## src/rtl/sacl_pkg.sv

```systemverilog
`timescale 1ns / 1ps
package sacl_pkg;

   // Fixed address split and field widths
   localparam int ADDR_BITS     = 32;
   localparam int OFFSET_BITS   = 6;
   localparam int SET_BITS      = 7;
   localparam int NUM_SETS      = 1 << SET_BITS;
   localparam int TAG_W         = ADDR_BITS - OFFSET_BITS - SET_BITS;
   localparam int OUT_WAY_W     = 2;
   localparam int CNT_W         = 32;
   localparam int DEF_NUM_WAYS  = 4;

   // Controller states, one-hot
   typedef enum logic [2:0] {
      ST_CLEAR  = 3'b001,
      ST_IDLE   = 3'b010,
      ST_LOOKUP = 3'b100
   } state_type;

   // Commands from controller to datapath
   typedef struct packed {
      logic clear;
      logic load;
      logic lookup;
   } ctrl_cmd_type;

   // Status from datapath to controller
   typedef struct packed {
      logic clear_last;
   } dp_status_type;

endpackage

```

## src/rtl/sacl_ctrl.sv

```systemverilog
`timescale 1ns / 1ps
module sacl_ctrl (
   input  logic                   clock,
   input  logic                   reset,
   input  logic                   start,
   input  sacl_pkg::dp_status_type status,
   output sacl_pkg::ctrl_cmd_type  cmd,
   output logic                   busy
);
   import sacl_pkg::*;

   state_type state_ff, state_in;

   // Sequence clear pass, then one lookup per transaction
   always_comb begin
      state_in = state_ff;
      case (state_ff)
         ST_CLEAR: begin
            if (status.clear_last) state_in = ST_IDLE;
         end
         ST_IDLE: begin
            if (start) state_in = ST_LOOKUP;
         end
         ST_LOOKUP: begin
            state_in = ST_IDLE;
         end
         default: begin
            state_in = ST_CLEAR;
         end
      endcase
   end

   always_ff @(posedge clock) begin
      if (reset) begin
         state_ff <= ST_CLEAR;
      end else begin
         state_ff <= state_in;
      end
   end

   // Drive datapath commands
   always_comb begin
      cmd.clear  = (state_ff == ST_CLEAR);
      cmd.load   = (state_ff == ST_IDLE) && start;
      cmd.lookup = (state_ff == ST_LOOKUP);
   end

   assign busy = (state_ff != ST_IDLE);

endmodule

```

## config.mk

```make
export PLATFORM = sky130hd
export DESIGN_NAME = sacl_ctrl
export DESIGN_NICKNAME = d
export VERILOG_FILES = /design/src/rtl/sacl_pkg.sv /design/src/rtl/sacl_ctrl.sv
export SDC_FILE = /design/constraint.sdc
export NUM_CORES = 1
export LEC_CHECK = 0
export CAP_MARGIN = 40
export CORE_AREA = 2 2 39 41
export CTS_BUF_LIST = sky130_fd_sc_hd__clkbuf_4
export DETAILED_ROUTE_END_ITERATION = 12
export DIE_AREA = 0 0 41 43
export DONT_BUFFER_PORTS = 1
export GPL_ROUTABILITY_DRIVEN = 0
export SYNTH_ARGS = -nofsm -noshare
export SYNTH_HDL_FRONTEND = slang
export SYNTH_SLANG_ARGS = --single-unit
```

## constraint.sdc

```tcl
create_clock -name clock -period 1.41 [get_ports clock]
set_clock_uncertainty 0.2 [all_clocks]
set_input_delay 0.423 -clock clock [delete_from_list [all_inputs] [get_ports clock]]
set_output_delay 0.423 -clock clock [all_outputs]
set_load 0.005 [all_outputs]
```

==> results.txt, run 1 <==
final non-filler cell area -> 264 um^2
Mapped Cells -> 13
hold path cells -> 1
final worst-path setup slack -> -0.245 ns
reg2reg start -> state_ff[2]
DR iter-0 viols -> 2
DRT Wirelength -> 437 um
relative slew slack -> 90.1%
clk buf depth -> 2
clock root buffer -> clkbuf_4
full die area -> 1760 um^2
Hold Path Class -> in -> reg
grt ovf -> 0
kind of end point of the critical path -> primary output
DRC Markers -> 0
DP Cell Count -> 31
Worst setup SP type -> register
fmax -> 0.604 GHz
Via density -> 3.85
Reg with most FFs -> state_ff
vias in the first global route -> 156
CTS Sinks -> 3
Synth cell types -> 10
synth warn -> 0
Initial DRT Pass Iterations -> 2
crit path max fanout -> 4
layout cells sized above 1 -> 78.3%
die width -> 41 um
Cell Count, Final, Fillers Out -> 39
Slew Limit Fails -> 0
Data required, critical path -> 0.79 ns
Antenna Cells -> 0
overall routing resource usage -> 6.12%
leakage -> 0.107 nW
failing checks -> negative setup slack
worst skew pair latency -> 0.24 ns
core area -> 1380 um^2
Die Y-Extent -> 43 um
Final Cycle Share -> 117%
hold wc startpoint -> reset
cell area power density -> 1160 nW/um^2
CTS H-Tree Depth -> 1
Final ANT Viol Nets -> 0
number of synthesized register bits -> 3
Port Buffers -> 0
post-synthesis sequential area ratio -> 41.7%
pin count of the biggest net entering global routing -> 5
Final Hold Fails -> 0
P&R area growth vs syn -> 83.5%
Initial Util -> 10.4%
io pins -> 8
WS Path Type -> reg -> out
Reg2Reg Depth -> 3
Worst-path clk slew -> 0.04 ns
Tmin final -> 1.66 ns
reg2reg end -> state_ff[0]
MaxCap Viol Count -> 0
FF-to-FF setup slack -> 0 ns
largest registers -> state_ff x3
Final setup viols -> 4
cell area after synthesis -> 144 um^2
net count after synthesis -> 17
CTS tree -> built
Rows -> 14
Total Nets Final -> 28
Hold Path Sink -> state_ff[1]
worst slew pin tran -> 0.148 ns
Cell Area, Placed -> 183 um^2
wire per inst -> 11.2 um
CP arrival -> 1.03 ns
hold_buf cts -> 0
Syn Area/Cell -> 11.1 um^2
via count -> 150
RSZ-0062 raised after global routing -> yes
max reg flops -> 3
initial antenna violation count -> 0
first-pass GRT wire length -> 648 um
maximum vdd drop -> 0.192 mV
CTS buffer count -> 3
DPL Wire Length -> 288 um
status -> complete, but fails checks
cell type report:
class	instances	area [um^2]
fill	165	1120
multi-input combinational	9	93.8
sequential	3	63.8
timing repair buffer	6	52.6
clock buffer	4	30.0
tap	16	20.0
inverter	1	3.75
critical path, cell delays in order, from the launching register on:
cell,delay (ns)
dfxtp_2,0.34
or3b_4,0.39
inv_2,0.06
layer usage:
metal	track usage (%)	up-vias	routed length (um)
met5	0	-	0
met4	10.0	0	14
met3	3.14	2	47
met2	7.50	8	235
met1	5.14	70	139
li1	-	70	-
placed cells by master, fill, tap and decap left out:
master     n
or3b_1     1
nor2b_1    1
or3b_4     1
or4b_1     1
a31oi_1    1
dfxtp_2    3
inv_2      1
and4bb_2   1
nand4bb_1  1
a31o_2     1
clkbuf_4   4
nor3b_4    1
buf_6      2
buf_4      4
synth_stat cells (all sizes together):
| cell type | n | area share, % |
|---|---|---|
| a31o | 1 | 6.1 |
| a31oi | 1 | 4.4 |
| dfxtp | 3 | 42 |
| nand4bb | 1 | 7.8 |
| nor3b | 1 | 5.2 |
| inv | 1 | 2.6 |
| and4bb | 1 | 8.7 |
| or4b | 1 | 7.0 |
| nor2b | 1 | 4.4 |
| or3b | 2 | 12 |
kinds of logic (layout without fill, tap and decap cells):
logic type      after synthesis  in the layout  share of synthesized area [%]
compound gates                2              2                           10.4
buf+inv                       1             11                           2.61
flops                         3              3                           41.7
simple gates                  7              7                           45.2
power breakdown:
group / switching [mW] / leakage, nW / internal [mW]
clock network: 0.0504 / 0.0184 / 0.126
logic: 0.0103 / 0.0634 / 0.0238
registers: 0.00497 / 0.0252 / 0.0908
worst max-delay path by stage:
stage                     endpoint  depth (start not counted)         from
after floorplan             cmd[0]                          2  state_ff[1]
after CTS                   cmd[0]                          2  state_ff[0]
after global placement      cmd[0]                          2  state_ff[2]
after detailed placement    cmd[0]                          2  state_ff[2]
after global routing        cmd[0]                          2  state_ff[2]
final                       cmd[0]                          2  state_ff[2]
repair_timing:
| action | in CTS | in global routing |
|---|---|---|
| pin swaps | 2 | 3 |
| gates resized for setup | 5 | 2 |
| buffers inserted | 3 | 1 |
| endpoints found under the setup margin | 4 | 6 |
metrics by stage:
stage | setup TNS [ns] | setup WS (ns) | hold WS [ns] | power [mW] | utilization (%)
2_1_floorplan | 0 | 0.0112 | 0.287 | 0.107 | -
3_3_place_gp | -0.000354 | -0.000354 | 0.290 | 0.113 | 13.2
3_5_place_dp | -0.0111 | -0.0111 | 0.295 | 0.113 | 13.2
4_1_cts | -0.794 | -0.239 | 0.0328 | 0.308 | 18.0
5_1_grt | -1.09 | -0.274 | 0.0341 | 0.327 | 19.1
6_report | -0.809 | -0.245 | 0.0409 | 0.306 | 19.1
Note: power is estimated with default switching activity, not from simulation.
==> run 2, diff against run 1 <==
--- a/config.mk
+++ b/config.mk
@@ -6,12 +6,15 @@
 export NUM_CORES = 1
 export LEC_CHECK = 0
 export CAP_MARGIN = 40
+export CELL_PAD_IN_SITES_DETAIL_PLACEMENT = 1
+export CELL_PAD_IN_SITES_GLOBAL_PLACEMENT = 1
 export CORE_AREA = 2 2 39 41
 export CTS_BUF_LIST = sky130_fd_sc_hd__clkbuf_4
 export DETAILED_ROUTE_END_ITERATION = 12
 export DIE_AREA = 0 0 41 43
 export DONT_BUFFER_PORTS = 1
 export GPL_ROUTABILITY_DRIVEN = 0
+export PLACE_DENSITY_LB_ADDON = 0.1
 export SYNTH_ARGS = -nofsm -noshare
 export SYNTH_HDL_FRONTEND = slang
 export SYNTH_SLANG_ARGS = --single-unit
==> run 2 against run 1 <==
Net effect: the flow still finishes with violations (negative setup slack); count of clock-buffer cells in the layout did not move; final cell count fell by 5.1%; maximum frequency is 0.53% lower; via count fell by 9.3%; worst hold slack improved by 0.0075 ns; non-clock buffer count is 2 lower; sequential power increased by 0.4%; final area shrank 4.7%; core utilization down 0.90 points; setup slack got worse by 0.0088 ns; critical endpoint unchanged.
==> results.txt, run 2 (synthesis results as in run 1) <==
first-pass GRT wire length -> 800 um (+23%)
max reg flops -> 3 (unchanged)
Reg power frac -> 32.7% (+1.4 points)
WS Path Type -> reg -> out
final worst-path setup slack -> -0.254 ns (-0.00878 ns)
CTS buffer count -> 3 (unchanged)
Tmin final -> 1.66 ns (+0.00878 ns)
worst skew pair latency -> 0.23 ns (about the same)
core area -> 1380 um^2 (unchanged)
crit path max fanout -> 4 (unchanged)
clock root buffer -> clkbuf_4
wire per inst -> 11.6 um (+4.0%)
Antenna Cells -> 0 (unchanged)
Final Cycle Share -> 118% (+0.62 points)
fmax -> 0.601 GHz (-0.53%)
P_int -> 235 uW (-2.1%)
Initial Util -> 10.4% (unchanged)
hold path cells -> 1 (unchanged)
Die Y-Extent -> 43 um (unchanged)
Final ANT Viol Nets -> 0 (unchanged)
CTS tree -> built
Reg2Reg Depth -> 3 (unchanged)
cell area power density -> 1170 nW/um^2 (+0.87%)
Total Nets Final -> 26 (-7.1%)
DR iter-0 viols -> 1 (-1)
initial antenna violation count -> 0 (unchanged)
Hold Path Class -> in -> reg
failing checks -> negative setup slack
Layout Utilization -> 18.2% (-0.90 points)
grt ovf -> 0 (unchanged)
Via density -> 3.68 (-4.4%)
Comb power frac -> 9.6% (-1.6 points)
P&R area growth vs syn -> 74.8%
CTS Sinks -> 3 (unchanged)
Switch Pwr -> 58.9 uW (-10%)
Cell Area, Placed -> 183 um^2 (unchanged)
vias in the first global route -> 196 (+26%)
Slew Limit Fails -> 0 (unchanged)
Worst setup SP type -> register
Initial DRT Pass Iterations -> 2 (unchanged)
relative slew slack -> 89.8% (-0.30 points)
MaxCap Viol Count -> 0 (unchanged)
leading cell type in the layout, fill and taps excluded -> clkbuf_4
layout cells sized above 1 -> 76.2% (-2.1 points)
largest registers -> state_ff x3
leakage -> 0.0988 nW (-7.6%)
RSZ-0062 raised after global routing -> yes
Final setup viols -> 5 (+1)
Worst-path clk slew -> 0.04 ns (about the same)
Reg with most FFs -> state_ff
pin count of the biggest net entering global routing -> 7 (+2)
worst slew pin tran -> 0.152 ns (+0.00457 ns)
Port Buffers -> 0 (unchanged)
switch share -> 20.0% (-1.4 points)
overall routing resource usage -> 7.31% (+1.2 points)
maximum vdd drop -> 0.317 mV (+65%)
final non-filler cell area -> 251 um^2 (-4.7%)
die width -> 41 um (unchanged)
CTS H-Tree Depth -> 1 (unchanged)
DRT Wirelength -> 431 um (-1.4%)
full die area -> 1760 um^2 (unchanged)
DPL Wire Length -> 310 um (+7.9%)
Final Hold Fails -> 0 (unchanged)
DRC Markers -> 0 (unchanged)
status -> complete, but fails checks
commonest cells after routing, fill and taps aside -> clkbuf_4, buf_4, buf_6, dfxtp_2
kind of end point of the critical path -> primary output
Rows -> 14 (unchanged)
Cell Count, Final, Fillers Out -> 37 (-5.1%)
clk buf depth -> 2 (unchanged)
via count -> 136 (-9.3%)
Data required, critical path -> 0.79 ns (about the same)
Clock power frac -> 57.7% (+0.2 points)
CP arrival -> 1.04 ns (about the same)
io pins -> 8 (unchanged)
hold_buf cts -> 0 (unchanged)
DP Cell Count -> 31 (unchanged)
==> run 2: cell count changes in the layout (fill, tap and decap cells not counted), sizes merged <==
cell / change
buf: -2
==> run 2: through the flow <==
step / setup WS, ns / power (mW) / TNS [ns] / hold WS (ns)
finish: -0.254 / 0.294 / -0.702 / 0.0484
floorplan: 0.0112 / 0.107 / 0 / 0.287
global route: -0.294 / 0.324 / -0.905 / 0.0308
detailed placement: -0.0136 / 0.114 / -0.0136 / 0.290
CTS: -0.253 / 0.302 / -0.751 / 0.0354
global placement: -0.0253 / 0.115 / -0.0530 / 0.292
==> run 2: timing repair <==
item | 4_1_cts | 5_1_grt
setup endpoints to repair | 6 | 5
cloned | 0 | 0
pin swaps | 1 | 1
buffers inserted | 2 | 0
gates resized for setup | 4 | 4
==> run 2: final timing paths <==
check / start / slack, ns / end
max: state_ff[1] / -0.25 / cmd[0]
min: reset / 0.05 / state_ff[1]
max reg2reg: state_ff[1] / -0.01 / state_ff[0]
min reg2reg: state_ff[2] / 0.38 / state_ff[1]
==> run 2: layout make-up <==
type,instances,area [um^2]
Clock buffer,4,30.0
Sequential cell,3,66.3
Inverter,1,3.75
Timing Repair Buffer,4,37.5
Multi-Input combinational cell,9,93.8
Tap cell,16,20.0
Fill cell,161,1130
==> run 2: critical path, cell delays in order (launching register included) <==
cell	delay (ns)
dfxtp_4	0.35
or3b_4	0.40
inv_2	0.06
==> run 2: per-layer routing <==
layer | track usage [%] | part of all wire [%]
met1 | 5.75 | 32
met2 | 10.6 | 56
met3 | 4.71 | 12
met4 | 8.00 | 0
met5 | 0 | 0
==> run 2: power groups by stage <==
stage          clock network, mW  logic [mW]  registers (mW)
2_1_floorplan                  0      0.0120          0.0951
6_report                   0.170      0.0281          0.0962
3_3_place_gp                   0      0.0179          0.0969
3_5_place_dp                   0      0.0171          0.0967
5_1_grt                    0.196      0.0306          0.0969
4_1_cts                    0.183      0.0234          0.0957
==> run 3, diff against run 2 <==
==> constraint.sdc (replaced) <==
create_clock -name clock -period 1.41 [get_ports clock]
set_clock_uncertainty 0.2 [all_clocks]
set_input_delay 0.282 -clock clock [delete_from_list [all_inputs] [get_ports clock]]
set_output_delay 0.282 -clock clock [all_outputs]
set_load 0.005 [all_outputs]
==> run 3 against run 2 <==
Net effect: the flow still finishes with violations (negative setup slack); combinational power is 12% higher; sequential cell count stayed put; die area stayed put; non-clock buffer count is 2 higher; setup slack better by 0.14 ns; largest power group unchanged.
==> results.txt, run 3 (synthesis results as in run 1) <==
top sig layer -> met3
final worst-path setup slack -> -0.112 ns (+0.142 ns)
Final Hold Fails -> 0 (unchanged)
Die Y-Extent -> 43 um (unchanged)
overall routing resource usage -> 7.61% (+0.29 points)
Tmin final -> 1.52 ns (-0.142 ns)
M1 WL -> 206 um (+51%)
leakage -> 0.109 nW (+10%)
Total Nets Final -> 28 (+7.7%)
DRT Wirelength -> 502 um (+16%)
critical path startpoint -> state_ff[0]
cell area power density -> 1100 nW/um^2 (-5.5%)
CTS Sinks -> 3 (unchanged)
Port Buffers -> 0 (unchanged)
Worst-path clk slew -> 0.04 ns (about the same)
Final Power -> 301 uW (+2.5%)
clock root buffer -> clkbuf_4
CP arrival -> 1.04 ns (about the same)
maximum vdd drop -> 0.233 mV (-26%)
Rows -> 14 (unchanged)
pin count of the biggest net entering global routing -> 7 (unchanged)
DR iter-0 viols -> 0 (-1)
worst skew pair latency -> 0.24 ns (about the same)
Final ANT Viol Nets -> 0 (unchanged)
met2 WL -> 250 um (+3.7%)
Hold Path Class -> in -> reg
core area -> 1380 um^2 (unchanged)
Final Cycle Share -> 108% (-10 points)
clk buf depth -> 2 (unchanged)
crit path max fanout -> 4 (unchanged)
Min Hold Slack -> 0.0403 ns (-0.00816 ns)
first-pass GRT wire length -> 793 um (-0.88%)
die width -> 41 um (unchanged)
Initial Util -> 10.4% (unchanged)
Hold Path Sink -> state_ff[1]
layout cells sized above 1 -> 73.9% (-2.3 points)
MaxCap Viol Count -> 0 (unchanged)
Slew Limit Fails -> 0 (unchanged)
Reg2Reg Depth -> 4 (+1)
reg2reg start -> state_ff[0]
worst slew pin tran -> 0.146 ns (-0.00638 ns)
initial antenna violation count -> 0 (unchanged)
wire per inst -> 12.9 um (+11%)
full die area -> 1760 um^2 (unchanged)
CTS buffer count -> 3 (unchanged)
Filler Cells Inserted -> 168 (+4.3%)
largest registers -> state_ff x3
P&R area growth vs syn -> 89.6%
max reg flops -> 3 (unchanged)
vias in the first global route -> 185 (-5.6%)
Initial DRT Pass Iterations -> 1 (-1)
WS Path Type -> reg -> out
CTS H-Tree Depth -> 1 (unchanged)
grt ovf -> 0 (unchanged)
leading cell type in the layout, fill and taps excluded -> clkbuf_4
Antenna Cells -> 0 (unchanged)
status -> complete, but fails checks
Reg with most FFs -> state_ff
hold path cells -> 2 (+1)
Data required, critical path -> 0.93 ns (+0.14 ns)
DRC Markers -> 0 (unchanged)
kind of end point of the critical path -> primary output
hold wc startpoint -> start
CTS tree -> built
via count -> 148 (+8.8%)
Final setup viols -> 4 (-1)
FF-to-FF setup slack -> -0.11 ns (-0.10 ns)
reg2reg end -> state_ff[0]
failing checks -> negative setup slack
metal3 WL -> 45 um (-13%)
relative slew slack -> 90.3% (+0.43 points)
RSZ-0062 raised after global routing -> yes
commonest cells after routing, fill and taps aside -> clkbuf_4, buf_6, buf_4, dfxtp_2
Via density -> 3.79 (+3.2%)
Worst setup SP type -> register
io pins -> 8 (unchanged)
fmax -> 0.657 GHz (+9.3%)
[run 3: timing repair]
| item | 4_1_cts | 5_1_grt |
|---|---|---|
| pin swaps | 2 | 3 |
| setup buffers | 3 | 1 |
| gates resized for setup | 7 | 4 |
| gates cloned | 0 | 0 |
| setup endpoints to repair | 4 | 6 |
| hold buffers | 1 | 0 |
| endpoints found under the hold margin | 3 | 0 |
[run 3: worst max-delay path: stages (launching register included)]
cell and delay, ns:
dfxtp_4 0.35, or3b_4 0.40, inv_2 0.06
[run 3: layer usage]
| layer | track usage [%] | vias up |
|---|---|---|
| li1 | - | 71 |
| met1 | 7.64 | 71 |
| met2 | 9.69 | 6 |
| met5 | 0 | - |
| met3 | 1.57 | 0 |
| met4 | 12.0 | 0 |
[run 3: through the flow]
stage	setup WS [ns]	instance area (um^2)	setup TNS (ns)	std cells	util (%)
floorplan	0.133	144	0	13	-
global placement	0.0478	171	0	30	12.4
detailed placement	0.0543	171	0	30	12.4
CTS	-0.117	248	-0.326	38	17.9
global route	-0.164	273	-0.594	39	19.7
finish	-0.112	273	-0.407	39	19.7
[run 3: layout make-up]
type | count | area, um^2 | share of cell area (%)
multi-input cells | 9 | 93.8 | 34.4
flip-flops and latches | 3 | 66.3 | 24.3
repair buffers | 6 | 58.8 | 21.6
clock buffers | 4 | 30.0 | 11.0
well taps | 16 | 20.0 | 7.34
inverters | 1 | 3.75 | 1.38
[run 3: power breakdown]
part / total [mW] / internal [mW] / leakage [nW] / switching [mW]
registers: 0.0973 / 0.0901 / 0.0255 / 0.00716
clock network: 0.173 / 0.125 / 0.0184 / 0.0472
logic: 0.0314 / 0.0220 / 0.0648 / 0.00941
[run 3: worst max path at each step]
stage / endpoint / slack [ns] / depth (start not counted)
3_5_place_dp: state_ff[0] / 0.05 / 2
5_1_grt: cmd[0] / -0.16 / 2
3_3_place_gp: state_ff[0] / 0.05 / 2
6_report: cmd[0] / -0.11 / 2
4_1_cts: cmd[0] / -0.12 / 2
2_1_floorplan: cmd[0] / 0.13 / 2
